<file path="config.mk">
export PLATFORM = sky130hd
export DESIGN_NAME = nucleotide_two_bit_packer_core
export DESIGN_NICKNAME = d
export VERILOG_FILES = /design/src/hw/rtl/ntbp_pkg.sv /design/src/hw/rtl/nucleotide_two_bit_packer_core.sv /design/src/hw/rtl/ntbp_accum.sv /design/src/hw/rtl/ntbp_result_queue.sv
export SDC_FILE = /design/constraint.sdc
export NUM_CORES = 1
export LEC_CHECK = 0
export ABC_AREA = 1
export BUFFER_PORTS_ARGS = -buffer_cell sky130_fd_sc_hd__clkbuf_2
export CELL_PAD_IN_SITES_DETAIL_PLACEMENT = 0
export CELL_PAD_IN_SITES_GLOBAL_PLACEMENT = 1
export CORE_MARGIN = 1.5
export CORE_UTILIZATION = 51
export DETAILED_ROUTE_END_ITERATION = 6
export HOLD_SLACK_MARGIN = 0.05
export PLACE_DENSITY_LB_ADDON = 0.25
export SLEW_MARGIN = 30
export SYNTH_ARGS = -nofsm -noshare
export SYNTH_HDL_FRONTEND = slang
export SYNTH_SLANG_ARGS = --single-unit
</file>
<file path="constraint.sdc">
create_clock -name clk -period 7.2 [get_ports clk]
set_input_delay 1.8 -clock clk [delete_from_list [all_inputs] [get_ports clk]]
set_output_delay 1.8 -clock clk [all_outputs]
set_load 0.01 [all_outputs]
</file>
<file path="src/hw/rtl/ntbp_pkg.sv">
// ----------------------------------------------------------------------------
// ntbp_pkg
// Shared types, constants and the symbol decoder for the two-bit packer.
// ----------------------------------------------------------------------------
package ntbp_pkg;

    // ascii letters of the four definite bases
    localparam logic [7:0] CHAR_A_UC = 8'h41;
    localparam logic [7:0] CHAR_A_LC = 8'h61;
    localparam logic [7:0] CHAR_C_UC = 8'h43;
    localparam logic [7:0] CHAR_C_LC = 8'h63;
    localparam logic [7:0] CHAR_G_UC = 8'h47;
    localparam logic [7:0] CHAR_G_LC = 8'h67;
    localparam logic [7:0] CHAR_T_UC = 8'h54;
    localparam logic [7:0] CHAR_T_LC = 8'h74;

    // two-bit base codes
    localparam logic [1:0] CODE_A = 2'd0;
    localparam logic [1:0] CODE_C = 2'd1;
    localparam logic [1:0] CODE_G = 2'd2;
    localparam logic [1:0] CODE_T = 2'd3;

    // hash value at the start of every sequence
    localparam logic [63:0] HASH_SEED = 64'd1;

    // result kinds
    typedef enum logic [1:0] {
        KIND_BASE    = 2'd0,
        KIND_FLAG    = 2'd1,
        KIND_SUMMARY = 2'd2
    } kind_t;

    // decoded symbol
    typedef struct packed {
        logic [1:0] code;
        logic       amb;
    } sym_code_t;

    // all results caused by one item, stored as one queue entry
    typedef struct packed {
        logic        has_base;
        logic        has_flag;
        logic        has_summary;
        logic [7:0]  base_byte;
        logic [7:0]  flag_byte;
        logic [63:0] hash;
        logic        definite;
    } rec_t;

    // map an ascii character to its code and ambiguity bit
    function automatic sym_code_t classify(input logic [7:0] sym);
        sym_code_t res;
        res.code = CODE_A;
        res.amb  = 1'b0;
        if (sym == CHAR_A_UC || sym == CHAR_A_LC)
        begin
            res.code = CODE_A;
        end
        else if (sym == CHAR_C_UC || sym == CHAR_C_LC)
        begin
            res.code = CODE_C;
        end
        else if (sym == CHAR_G_UC || sym == CHAR_G_LC)
        begin
            res.code = CODE_G;
        end
        else if (sym == CHAR_T_UC || sym == CHAR_T_LC)
        begin
            res.code = CODE_T;
        end
        else
        begin
            res.amb = 1'b1;
        end
        return res;
    endfunction

endpackage

</file>
<file path="src/hw/rtl/nucleotide_two_bit_packer_core.sv">
// ----------------------------------------------------------------------------
// nucleotide_two_bit_packer_core
// Packs ascii nucleotides into two-bit base bytes and ambiguity flag bytes,
// with a per-sequence hash summary.
// ----------------------------------------------------------------------------
// Usage:
//   Input channel (in_valid / in_stall): one character per item in symbol,
//   with last_base high on the final character of a sequence.
//   Output channel (out_valid / out_stall): results with kind base byte,
//   flag byte or summary; end_of_run marks the last result of an item.
//   Results: an item's results enter the result queue when the item is
//   accepted and are offered once the earlier entries have gone out.
//   Throughput: one item per cycle while out_stall is low and each item
//   causes at most one result. An item that causes n results occupies the
//   output for n handshakes (n is 2 at every eighth base and 3 at the last base); a
//   two-entry result queue absorbs that and raises in_stall when full.
//   Stall: while out_stall is high the offered result holds; input items
//   keep being accepted until the queue holds two pending items.
//   Reset: state clears, hash restarts at one, no result is pending.
// ----------------------------------------------------------------------------
module nucleotide_two_bit_packer_core (
    input  logic        clk,
    input  logic        rst_n,
    input  logic        in_valid,
    output logic        in_stall,
    input  logic [7:0]  symbol,
    input  logic        last_base,
    output logic        out_valid,
    input  logic        out_stall,
    output logic [1:0]  kind,
    output logic [7:0]  packed_byte,
    output logic [63:0] seq_hash,
    output logic        all_definite,
    output logic        end_of_run
);

    logic              accept;
    logic              push;
    logic              full;
    ntbp_pkg::rec_t    rec;

    assign in_stall = full;
    assign accept   = in_valid && !full;

    // per-item decode and state update
    ntbp_accum u_accum (
        .clk       (clk),
        .rst_n     (rst_n),
        .accept    (accept),
        .symbol    (symbol),
        .last_base (last_base),
        .push      (push),
        .rec       (rec)
    );

    // result queue and serializer
    ntbp_result_queue u_queue (
        .clk          (clk),
        .rst_n        (rst_n),
        .push         (push),
        .rec          (rec),
        .full         (full),
        .out_valid    (out_valid),
        .out_stall    (out_stall),
        .kind         (kind),
        .packed_byte  (packed_byte),
        .seq_hash     (seq_hash),
        .all_definite (all_definite),
        .end_of_run   (end_of_run)
    );

endmodule

</file>
<file path="src/hw/rtl/ntbp_accum.sv">
// ----------------------------------------------------------------------------
// ntbp_accum
// Decodes each accepted symbol, updates the packing and hash state and
// builds the queue entry that holds the results of that item.
// ----------------------------------------------------------------------------
module ntbp_accum (
    input  logic              clk,
    input  logic              rst_n,
    input  logic              accept,
    input  logic [7:0]        symbol,
    input  logic              last_base,
    output logic              push,
    output ntbp_pkg::rec_t    rec
);

    logic [7:0]          base_reg;
    logic [7:0]          base_next;
    logic [7:0]          flag_reg;
    logic [7:0]          flag_next;
    logic [2:0]          pos_reg;
    logic [2:0]          pos_next;
    logic [63:0]         hash_reg;
    logic [63:0]         hash_next;
    logic                seen_reg;
    logic                seen_next;

    ntbp_pkg::sym_code_t sc;
    logic [2:0]          shift;
    logic [7:0]          base_new;
    logic [7:0]          flag_new;
    logic [63:0]         hash_new;
    logic                seen_new;
    logic                base_full;
    logic                flag_full;

    // merge the new base into the partial bytes and the hash
    always_comb
    begin
        sc        = ntbp_pkg::classify(symbol);
        shift     = {pos_reg[1:0], 1'b0};
        base_new  = base_reg | ({6'd0, sc.code} << shift);
        flag_new  = flag_reg | ({7'd0, sc.amb} << pos_reg);
        hash_new  = {hash_reg[61:0], sc.code};
        seen_new  = seen_reg | sc.amb;
        base_full = (pos_reg[1:0] == 2'b11) || last_base;
        flag_full = (pos_reg == 3'd7) || last_base;
    end

    // queue entry for this item
    always_comb
    begin
        rec.has_base    = base_full;
        rec.has_flag    = flag_full;
        rec.has_summary = last_base;
        rec.base_byte   = base_new;
        rec.flag_byte   = flag_new;
        rec.hash        = seen_new ? 64'd0 : hash_new;
        rec.definite    = ~seen_new;
        push            = accept && (base_full || flag_full);
    end

    // next state: back to the start after the last base
    always_comb
    begin
        base_next = base_reg;
        flag_next = flag_reg;
        pos_next  = pos_reg;
        hash_next = hash_reg;
        seen_next = seen_reg;
        if (accept)
        begin
            if (last_base)
            begin
                base_next = 8'd0;
                flag_next = 8'd0;
                pos_next  = 3'd0;
                hash_next = ntbp_pkg::HASH_SEED;
                seen_next = 1'b0;
            end
            else
            begin
                base_next = base_full ? 8'd0 : base_new;
                flag_next = flag_full ? 8'd0 : flag_new;
                pos_next  = pos_reg + 3'd1;
                hash_next = hash_new;
                seen_next = seen_new;
            end
        end
    end

    // state registers
    always_ff @(posedge clk or negedge rst_n)
    begin
        if (!rst_n)
        begin
            base_reg <= 8'd0;
            flag_reg <= 8'd0;
            pos_reg  <= 3'd0;
            hash_reg <= ntbp_pkg::HASH_SEED;
            seen_reg <= 1'b0;
        end
        else
        begin
            base_reg <= base_next;
            flag_reg <= flag_next;
            pos_reg  <= pos_next;
            hash_reg <= hash_next;
            seen_reg <= seen_next;
        end
    end

    // an item that ends a sequence always carries all three results
    assert property (@(posedge clk) disable iff (!rst_n)
        (accept && last_base) |-> (push && rec.has_base && rec.has_flag && rec.has_summary))
    else $error("last base without full result set");

    // a full flag byte always coincides with a full base byte
    assert property (@(posedge clk) disable iff (!rst_n)
        (push && rec.has_flag) |-> rec.has_base)
    else $error("flag byte without base byte");

    // the position counter returns to zero and the hash to its seed after a sequence ends
    assert property (@(posedge clk) disable iff (!rst_n)
        (accept && last_base) |=> (pos_reg == 3'd0 && hash_reg == ntbp_pkg::HASH_SEED))
    else $error("state not restored after last base");

endmodule

</file>
<file path="src/hw/rtl/ntbp_result_queue.sv">
// ----------------------------------------------------------------------------
// ntbp_result_queue
// Two-entry queue of per-item result sets; walks each entry and hands its
// results out one per handshake.
// ----------------------------------------------------------------------------
module ntbp_result_queue (
    input  logic              clk,
    input  logic              rst_n,
    input  logic              push,
    input  ntbp_pkg::rec_t    rec,
    output logic              full,
    output logic              out_valid,
    input  logic              out_stall,
    output logic [1:0]        kind,
    output logic [7:0]        packed_byte,
    output logic [63:0]       seq_hash,
    output logic              all_definite,
    output logic              end_of_run
);

    ntbp_pkg::rec_t      rec_reg [2];
    logic [1:0]          count_reg;
    logic [1:0]          count_next;
    logic                wr_ptr_reg;
    logic                rd_ptr_reg;
    logic                base_done_reg;
    logic                base_done_next;
    logic                flag_done_reg;
    logic                flag_done_next;

    ntbp_pkg::rec_t      head;
    ntbp_pkg::kind_t     cur_kind;
    logic                cur_last;
    logic                take;
    logic                pop;

    assign head      = rec_reg[rd_ptr_reg];
    assign out_valid = (count_reg != 2'd0);
    assign full      = (count_reg == 2'd2);
    assign take      = out_valid && !out_stall;
    assign pop       = take && cur_last;

    // pick the next pending result of the head entry
    always_comb
    begin
        priority if (head.has_base && !base_done_reg)
        begin
            cur_kind = ntbp_pkg::KIND_BASE;
            cur_last = !head.has_flag && !head.has_summary;
        end
        else if (head.has_flag && !flag_done_reg)
        begin
            cur_kind = ntbp_pkg::KIND_FLAG;
            cur_last = !head.has_summary;
        end
        else
        begin
            cur_kind = ntbp_pkg::KIND_SUMMARY;
            cur_last = 1'b1;
        end
    end

    // result fields
    always_comb
    begin
        kind         = cur_kind;
        packed_byte  = 8'd0;
        seq_hash     = 64'd0;
        all_definite = 1'b0;
        end_of_run   = cur_last;
        unique case (cur_kind)
            ntbp_pkg::KIND_BASE:
            begin
                packed_byte = head.base_byte;
            end
            ntbp_pkg::KIND_FLAG:
            begin
                packed_byte = head.flag_byte;
            end
            ntbp_pkg::KIND_SUMMARY:
            begin
                seq_hash     = head.hash;
                all_definite = head.definite;
            end
            default:
            begin
                packed_byte = 8'd0;
            end
        endcase
    end

    // progress through the head entry
    always_comb
    begin
        base_done_next = base_done_reg;
        flag_done_next = flag_done_reg;
        count_next     = count_reg + {1'b0, push} - {1'b0, pop};
        if (pop)
        begin
            base_done_next = 1'b0;
            flag_done_next = 1'b0;
        end
        else if (take)
        begin
            if (cur_kind == ntbp_pkg::KIND_BASE)
            begin
                base_done_next = 1'b1;
            end
            else
            begin
                flag_done_next = 1'b1;
            end
        end
    end

    // entry storage
    always_ff @(posedge clk)
    begin
        if (push)
        begin
            rec_reg[wr_ptr_reg] <= rec;
        end
    end

    // queue control
    always_ff @(posedge clk or negedge rst_n)
    begin
        if (!rst_n)
        begin
            count_reg     <= 2'd0;
            wr_ptr_reg    <= 1'b0;
            rd_ptr_reg    <= 1'b0;
            base_done_reg <= 1'b0;
            flag_done_reg <= 1'b0;
        end
        else
        begin
            count_reg     <= count_next;
            wr_ptr_reg    <= wr_ptr_reg ^ push;
            rd_ptr_reg    <= rd_ptr_reg ^ pop;
            base_done_reg <= base_done_next;
            flag_done_reg <= flag_done_next;
        end
    end

    // never written while full
    assert property (@(posedge clk) disable iff (!rst_n)
        push |-> !full)
    else $error("push into full result queue");

    // occupancy stays within two entries
    assert property (@(posedge clk) disable iff (!rst_n)
        count_reg != 2'd3)
    else $error("result queue count out of range");

    // a summary is always the closing result of its entry
    assert property (@(posedge clk) disable iff (!rst_n)
        (out_valid && cur_kind == ntbp_pkg::KIND_SUMMARY) |-> end_of_run)
    else $error("summary not marked as end of run");

endmodule

</file>
---- Word level (Yosys, flattened, before mapping) ----
Memories as Yosys holds them, arrays and structs flattened.
Index checks and enable logic that the tools add are counted.
operators by class
  add/subtract/negate cells ............... 3
  equality and inequality tests ........... 14
  shift operators ......................... 2
  multiplexer cells ....................... 31
  bitwise gates (word level) .............. 6
  reduce and logical (&&, ||, !) cells .... 26
operator list
  kind                 count
  $mux 64              2
  $eq 8x7->1 const B   8
  $mux 62              1
  $mux 8               4
  $mux 1               16
  $or 8x8->8           2
  $pmux 8 s2           1
  $mux 2               6
  $shl 1x3->8          1
  $shl 2x3->8          1
  $logic_and 1x1->1    7
  $logic_or 1x1->1     7
  $eq 2x2->1 const B   3
  $logic_not 1->1      6
  $reduce_bool 2->1    3
  $reduce_and 2->1     2
  $add 3x1->3 const B  1
  $eq 3x3->1 const B   1
  $mux 3               1
  $add 2x1->2          1
  $eq 2x1->1 const B   1
  $logic_not 2->1      1
  $ne 2x1->1 const B   1
  $sub 2x1->2          1
  other kinds (3)      4
word-level totals
  register bits after elaboration ......... 88
  memory bits (writable) .................. 168
  input bits .............................. 13
  output and inout bits ................... 78
  word-level logic and storage cells ...... 93
  memories kept ........................... 1
memories
  memory           words  width  rd ports  clocked after Yosys merged registers in  write ports  line                     RTL
  u_queue.rec_reg  2      84     1         0                                        1            ntbp_result_queue.sv:21  ntbp_pkg::rec_t rec_reg [2];

---- Depth between registers and ports, before layout ----
Gate-level depths: netlist (run 1).
  depth in word-level cells ............... 10
  gate-level depth with buffers ........... 13
  mapped depth without buffers ............ 13

---- By module ----
A second synthesis (run 1) with hierarchy kept.
unflattened totals
  cell total of the unflattened synthesis .. 948
  area, all modules ....................... 10859.2 µm²
modules (own cells, without submodules)
  module                          times used  cells an instance  area each (µm²)
  ntbp_result_queue               1           504                6668.9
  ntbp_accum                      1           442                4180.3
  nucleotide_two_bit_packer_core  1           2                  10.0

---- Least setup slack after synthesis (run 1) ----
Ideal clock, no wire load.
  kind .................................... input to register
  start point ............................. in in_valid
  end point ............................... mem u_queue.rec_reg[1][0] (netlist name) (enable)
  setup time .............................. 0.452 ns
  data arrival time ....................... 4.331 ns
  setup slack ............................. 2.417 ns
  stages .................................. 4
  cells stage by stage .................... nand2_4 -> clkbuf_1 -> a21oi_1 -> ha_1
between the ends
  longest elaborated chain between the ends .. 4
RTL lines
  element                       line                                  RTL
  start: declaration            nucleotide_two_bit_packer_core.sv:24  input logic in_valid,
  $logic_and 1x1->1             nucleotide_two_bit_packer_core.sv:43  assign accept = in_valid && !full;
  $logic_and 1x1->1             ntbp_accum.sv:59                      push = accept && (base_full || flag_full);
  $mux 1                        ntbp_result_queue.sv:119              if (push)
  $mux 1 (not written as such)  ntbp_result_queue.sv:121              rec_reg[wr_ptr_reg] <= rec;
  end: declaration              ntbp_result_queue.sv:21
Every way passes these cells.

---- Worst setup path in the final report (run 1) ----
  start point ............................. reg u_queue.rd_ptr_reg
  end point ............................... out seq_hash[1]
between the ends
  longest elaborated chain between the ends .. 6
  elaborated cells on any way between the ends .. 7
  those cells by class .................... 1 x eq/ne; 3 x mux; 2 x reduce/logical; 1 x memory
RTL lines
  element                   line                                  RTL
  start: declaration        ntbp_result_queue.sv:25               logic rd_ptr_reg;
  start signal: assignment  ntbp_result_queue.sv:140              rd_ptr_reg <= rd_ptr_reg ^ pop;
  $mem_v2 2x84 *            -
  $logic_and 1x1->1         ntbp_result_queue.sv:51               else if (head.has_flag && !flag_done_reg)
  $mux 2                    ntbp_result_queue.sv:51
  $mux 2                    ntbp_result_queue.sv:46               priority if (head.has_base && !base_done_reg)
  $eq 2x2->1                ntbp_result_queue.sv:71               unique case (cur_kind)
  $mux 64 *                 ntbp_result_queue.sv:71
  end: declaration          nucleotide_two_bit_packer_core.sv:32  output logic [63:0] seq_hash,
Mark *: on every way between the ends. The rest lies on a longest branch, timed or not.

==> results of run 1 <==
==> cell usage after synthesis (all sizes together) <==
| master | n | area share [%] |
|---|---|---|
| xor2 | 1 | 0.084 |
| nand4 | 8 | 0.48 |
| nor2 | 78 | 3.1 |
| dfstp | 1 | 0.25 |
| o22ai | 62 | 3.7 |
| clkinv | 2 | 0.072 |
| xnor2 | 1 | 0.084 |
| a21oi | 84 | 4.3 |
| clkbuf | 26 | 0.93 |
| mux2i | 4 | 0.38 |
| a22oi | 8 | 0.57 |
| ha | 6 | 0.72 |
| inv | 117 | 4.2 |
| dfrtp | 87 | 21 |
| nand3 | 6 | 0.29 |
| or2 | 4 | 0.24 |
| a21o | 5 | 0.36 |
| edfxtp | 168 | 48 |
| o21ai | 18 | 1.3 |
| buf | 22 | 1.8 |
| nand2 | 220 | 8.1 |
==> logic make-up after synthesis <==
family,Yosys count,synth area share [%]
simple gates,316,12.2
flops,256,69.3
compound gates,177,10.2
buf+inv,167,6.96
fa+ha+maj,6,0.718
mux,4,0.383
xor+xnor,2,0.168
==> report_power, final <==
| part | internal, mW | leakage (nW) | total, mW | switching, mW |
|---|---|---|---|---|
| Combinational | 0.387 | 1.67 | 1.31 | 0.923 |
| Sequential | 1.77 | 2.79 | 1.85 | 0.0790 |
| Clock | 0.810 | 0.412 | 1.34 | 0.526 |
| Total | 2.97 | 4.87 | 4.50 | 1.53 |
==> worst register-to-register path, cell delays in order, from the launching register on <==
cell,delay [ns]
dfrtp_2,0.61
buf_4,0.49
o21ai_1,0.16
or2_1,0.28
nand2_2,0.64
nand2_1,0.18
nand2_1,0.16
inv_2,0.06
ha_1,0.26
inv_1,0.03
ha_1,0.18
xnor2_1,0.20
xor2_1,0.17
==> area by class of cell <==
class,instances,share of cell area [%]
Sequential cell,256,60.9
Multi-Input combinational cell,505,21.0
Clock buffer,40,6.17
Timing Repair Buffer,98,4.33
Inverter,119,3.75
Tap cell,270,2.84
Clock inverter,8,1.02
==> routing by layer <==
layer  vias to the layer above  global-route usage [%]
met2                       130                    34.9
li1                       3273                       -
met4                         0                    5.10
met5                         -                       0
met3                        26                    2.28
met1                      3244                    27.2
==> metrics by stage <==
step	power, mW	util, %	area [um^2]
final	4.50	59.1	11900
after global routing	4.76	59.1	11900
after CTS	4.56	59.1	11900
after detailed placement	3.22	54.8	11100
after global placement	3.19	54.8	11100
after floorplan	2.75	-	10500
==> how the worst max path moves through the flow <==
stage / from / endpoint / slack [ns] / cells past startpoint
3_5_place_dp: u_queue.rd_ptr_reg$_DFF_PN0_ / seq_hash[2] / 2.35 / 7
4_1_cts: u_queue.rd_ptr_reg$_DFF_PN0_ / seq_hash[1] / 1.80 / 7
2_1_floorplan: in_valid / u_queue.rec_reg[1][0]$_DFFE_PP_ / 2.42 / 4
5_1_grt: u_queue.rd_ptr_reg$_DFF_PN0_ / seq_hash[1] / 1.59 / 7
3_3_place_gp: u_queue.rd_ptr_reg$_DFF_PN0_ / seq_hash[1] / 2.37 / 7
6_report: u_queue.rd_ptr_reg$_DFF_PN0_ / seq_hash[1] / 1.88 / 7
==> flow_metrics.env, run 1 <==
export IMPL_rsz0062_at_grt="false"
export IMPL_crit_family="buffers and inverters"
export IMPL_period_needed_ns=5.32
export IMPL_top_layer="met4"
export IMPL_finalCritPeriodShare_pct=73.9
export IMPL_nNetsFinal=1025
export IMPL_gp_congestion=0.731
export IMPL_fin_skew_ns=0.00915
export IMPL_final_setup_tns_ns=0
export IMPL_critPathBufInv=3
export IMPL_grt_max_degree=80
export IMPL_core_um2=20200
export IMPL_post_drt_wl_per_cell_um=16.0
export IMPL_final_common_cell="nand2_1"
export IMPL_setup_viol=0
export IMPL_synthesis_nets=947
export IMPL_max_freq_ghz=0.188
export IMPL_grt_ovfl_total=0
export IMPL_hold_viol_final=0
export IMPL_cts_hold_buf=0
export IMPL_leakage_nw=4.87
export IMPL_drt_iter0_markers=433
export IMPL_worstPathMaxFanout=39
export IMPL_min_to="u_accum.hash_reg[12]$_DFFE_PN0P_"
export IMPL_nFillCells=1756
export IMPL_die_y_um=146
export IMPL_endpoint_kind="primary output"
export IMPL_die_width_um=146
export IMPL_io_pins=91
export IMPL_ir_drop_v=0.000194
export IMPL_wl_um=20700
export IMPL_regArea_um2=7250
export IMPL_maxSlewViolCount=0
export IMPL_r2r_start="u_queue.rd_ptr_reg$_DFF_PN0_"
export IMPL_cts_resized_gates=0
export IMPL_vias=6673
export IMPL_worstPathArrival_ns=3.52
export IMPL_synth_seq_cells=256
export IMPL_grt_pass1_vias=6757
export IMPL_stdcell_count=1296
export IMPL_cts_root_buf="clkbuf_16"
export IMPL_min_from="u_accum.hash_reg[10]$_DFFE_PN0P_"
export IMPL_syn2layout_area_growth_pct=13.9
export IMPL_antenna_found_initial=0
export IMPL_max_stage_delay_ns=0.64
export IMPL_multi_input_area_um2=2510
export IMPL_drive_gt1_share_pct=17.1
export IMPL_post_cts_buffers=0
export IMPL_crit_path_top_delay_cell="nand2_2"
export IMPL_drc_errors=0
export IMPL_hpwl_um=11800
export IMPL_h_tree_depth=1
export IMPL_ctsLongestPathBuffers=3
export IMPL_port_buffers=89
export IMPL_ys_seq_area_share_pct=69.3
export IMPL_clk_latency_ns=0.52
export IMPL_cts_reportedPaths_clkPinSlew_ns=0.06
export IMPL_dr_wl_met2_um=10400
export IMPL_drtPass1Iterations=5
export IMPL_avgSynthCellArea_um2=11.3
export IMPL_grt_use_total_pct=20.1
export IMPL_ys_types=35
export IMPL_relSlewSlack_pct=37.5
export IMPL_cts_tree="done"
export IMPL_met1Wirelength_um=9150
export IMPL_met3_length_um=803
export IMPL_cts_sinks=256
export IMPL_dp_slack_ns=2.35
export IMPL_powerDensity_nw_per_um2=377
export IMPL_r2r_end="u_queue.count_reg[1]$_DFF_PN0_"
export IMPL_rr_worst_depth=12
export IMPL_final_cell_mix="nand2_1 (216), edfxtp_1 (168), inv_1 (108)"
export IMPL_worst_slew_pin_slew_ns=0.938
export IMPL_ant_nets=0
export IMPL_critical_path_required_ns=5.40
export IMPL_yosysWarnings=0
export IMPL_num_antenna_cells=0
export IMPL_cp_start_kind="flip-flop"
export IMPL_num_rows=52
export IMPL_dieArea_um2=21400
export IMPL_cts_buffers=26
export IMPL_start_util_pct=51.8
export IMPL_synthCells=928
export IMPL_postLayoutSetupSlackWorst_ns=1.88
export IMPL_dp_cells=1248
export IMPL_crit_top_cell="buf_4"
export IMPL_hp_class="reg2reg"
export IMPL_drv_cap=0
export IMPL_whs_path_depth=2
export IMPL_critPathKind="reg2out"
export IMPL_drt_vias_per_instance=5.15
export IMPL_grt_first_pass_wirelength_um=34300
export IMPL_reg2reg_slack_ns=3.69
export IMPL_outcome="finished, final reports clean"
export IMPL_synth_area_um2=10500
export IMPL_holdWs_ns=0.531
export IMPL_largest_reg_flops=168
export IMPL_path_cells="buf_4 -> o21ai_1 -> or2_1 -> nand2_2 -> buf_4 -> a21oi_1 -> clkbuf_2"
(Power assumes the default switching activity.)
==> inputs of run 2 (changes only) <==
--- a/config.mk
+++ b/config.mk
@@ -10,7 +10,7 @@
 export CELL_PAD_IN_SITES_DETAIL_PLACEMENT = 0
 export CELL_PAD_IN_SITES_GLOBAL_PLACEMENT = 1
 export CORE_MARGIN = 1.5
-export CORE_UTILIZATION = 51
+export CORE_UTILIZATION = 43
 export DETAILED_ROUTE_END_ITERATION = 6
 export HOLD_SLACK_MARGIN = 0.05
 export PLACE_DENSITY_LB_ADDON = 0.25
==> constraint.sdc (replaced) <==
create_clock -name clk -period 4.25 [get_ports clk]
set_input_delay 1.0625 -clock clk [delete_from_list [all_inputs] [get_ports clk]]
set_output_delay 1.0625 -clock clk [all_outputs]
set_load 0.01 [all_outputs]
==> run 2 against run 1 <==
Effect of this change:
- flip-flop and latch count stayed put
- clock-buffer cell count rose by 5
- largest power group unchanged
- critical path depth down 1
- die area increased by 18%
- combinational power increased by 73%
- routed wire length is 4.5% higher
- first-iteration DRC count is 5.3% higher
- design area is 1.2% higher
- core utilization down 8.2 points
- register-to-register slack got worse by 2.2 ns
- non-clock buffer count increased by 3
- clock skew rose by 0.013 ns
==> flow_metrics.env, run 2 (synthesis gave the netlist of run 1 again) <==
export IMPL_leakage_nw=4.92
export IMPL_power_total_mw=7.69
export IMPL_outcome="finished, final reports clean"
export IMPL_finalCritPeriodShare_pct=88.5
export IMPL_crit_path_top_delay_cell="dfrtp_2"
export IMPL_hp_class="reg2reg"
export IMPL_regArea_um2=7250
export IMPL_gp_congestion=0.741
export IMPL_grt_max_degree=84
export IMPL_max_freq_ghz=0.266
export IMPL_fin_area_um2=12100
export IMPL_cts_root_buf="clkbuf_16"
export IMPL_grt_use_total_pct=17.5
export IMPL_cts_resized_gates=0
export IMPL_drc_errors=0
export IMPL_hpwl_um=12500
export IMPL_setup_viol=0
export IMPL_drtPass1Iterations=5
export IMPL_worstPathMaxFanout=23
export IMPL_drt_iter0_markers=456
export IMPL_nNetsFinal=1030
export IMPL_grt_pass1_vias=6966
export IMPL_io_pins=91
export IMPL_h_tree_depth=1
export IMPL_final_setup_tns_ns=0
export IMPL_rsz0062_at_grt="false"
export IMPL_path_cells="inv_2 -> o21ai_4 -> nand2_2 -> buf_4 -> a21oi_1 -> clkbuf_2"
export IMPL_wl_um=21700
export IMPL_drive_gt1_share_pct=17.7
export IMPL_cts_hold_buf=0
export IMPL_final_cell_mix="nand2_1 (216), edfxtp_1 (168), inv_1 (108)"
export IMPL_worst_slew_pin_slew_ns=0.961
export IMPL_die_width_um=159
export IMPL_powerDensity_nw_per_um2=638
export IMPL_vias=6700
export IMPL_num_antenna_cells=0
export IMPL_fin_skew_ns=0.0221
export IMPL_critical_path_required_ns=3.19
export IMPL_cp_start_kind="flip-flop"
export IMPL_cts_reportedPaths_clkPinSlew_ns=0.06
export IMPL_antenna_found_initial=0
export IMPL_period_needed_ns=3.76
export IMPL_place_area_um2=11200
export IMPL_ctsLongestPathBuffers=3
export IMPL_dieArea_um2=25300
export IMPL_drt_vias_per_instance=4.96
export IMPL_hold_viol_final=0
export IMPL_grt_first_pass_wirelength_um=35800
export IMPL_syn2layout_area_growth_pct=15.2
export IMPL_cts_tree="done"
export IMPL_endpoint_kind="primary output"
export IMPL_core_um2=23700
export IMPL_nFillCells=2175
export IMPL_worstPathArrival_ns=2.70
export IMPL_critPathKind="reg2out"
export IMPL_cts_sinks=256
export IMPL_largest_reg_flops=168
export IMPL_clk_latency_ns=0.54
export IMPL_post_drt_wl_per_cell_um=16.0
export IMPL_num_rows=56
export IMPL_ir_drop_v=0.000287
export IMPL_post_cts_buffers=0
export IMPL_drv_cap=0
export IMPL_relSlewSlack_pct=35.9
export IMPL_crit_family="buffers and inverters"
export IMPL_multi_input_area_um2=2510
export IMPL_cts_buffers=28
export IMPL_grt_ovfl_total=0
export IMPL_ant_nets=0
export IMPL_start_util_pct=44.2
export IMPL_die_y_um=159
export IMPL_critPathBufInv=3
export IMPL_maxSlewViolCount=0
export IMPL_final_common_cell="nand2_1"
export IMPL_port_buffers=89
export IMPL_max_stage_delay_ns=0.58
## run 2: layout make-up
| cell class | count | share of cell area (%) |
|---|---|---|
| Sequential cell | 256 | 60.2 |
| Multi-Input combinational cell | 505 | 20.8 |
| Clock buffer | 45 | 7.02 |
| Timing Repair Buffer | 101 | 4.67 |
| Inverter | 119 | 3.71 |
| Tap cell | 319 | 3.31 |
| Clock inverter | 7 | 0.332 |
## run 2: worst reg2reg max path: stages (launching register included)
cell and delay (ns):
dfrtp_1 0.57, ha_1 0.29, ha_1 0.20, nor2_1 0.06
a21oi_1 0.42, ha_4 0.50, buf_12 0.39
## run 2: per-layer routing
layer  wire length (um)  track usage, %
met1               9670            22.3
met2              10800            31.0
met3                920            2.81
met4                338            4.55
met5                  0               0
## run 2: worst paths after layout
| check | from | endpoint | slack (ns) | depth (start not counted) |
|---|---|---|---|---|
| min reg2reg | u_queue.flag_done_reg$_DFFE_PN0P_ | u_queue.flag_done_reg$_DFFE_PN0P_ | 0.51 | 2 |
| max | u_queue.rd_ptr_reg$_DFF_PN0_ | seq_hash[37] | 0.49 | 6 |
| max in group asynchronous | rst_n | u_accum.hash_reg[18]$_DFFE_PN0P_ | 2.68 | 2 |
| max reg2reg | u_accum.pos_reg[1]$_DFFE_PN0P_ | u_queue.rec_reg[1][26]$_DFFE_PP_ | 1.45 | 6 |
| min in group asynchronous | rst_n | u_accum.flag_reg[5]$_DFFE_PN0P_ | 0.63 | 1 |
| min | u_queue.flag_done_reg$_DFFE_PN0P_ | u_queue.flag_done_reg$_DFFE_PN0P_ | 0.51 | 2 |
## run 2: stage by stage
stage / setup WS, ns / utilization (%) / instances / hold slack, ns
CTS: 0.418 / 50.9 / 1352 / 0.510
global route: 0.277 / 50.9 / 1352 / 0.532
global placement: 1.00 / 47.1 / 1300 / 0.489
floorplan: 0.205 / - / 928 / 0.457
detailed placement: 0.986 / 47.1 / 1300 / 0.497
finish: 0.488 / 50.9 / 1352 / 0.515
## run 2: where the power goes
| part | internal (mW) | leakage, nW | switching [mW] | total, mW |
|---|---|---|---|---|
| sequential | 3.00 | 2.79 | 0.130 | 3.13 |
| clock | 1.36 | 0.439 | 0.939 | 2.30 |
| combinational | 0.681 | 1.69 | 1.58 | 2.26 |
| total | 5.04 | 4.92 | 2.65 | 7.69 |
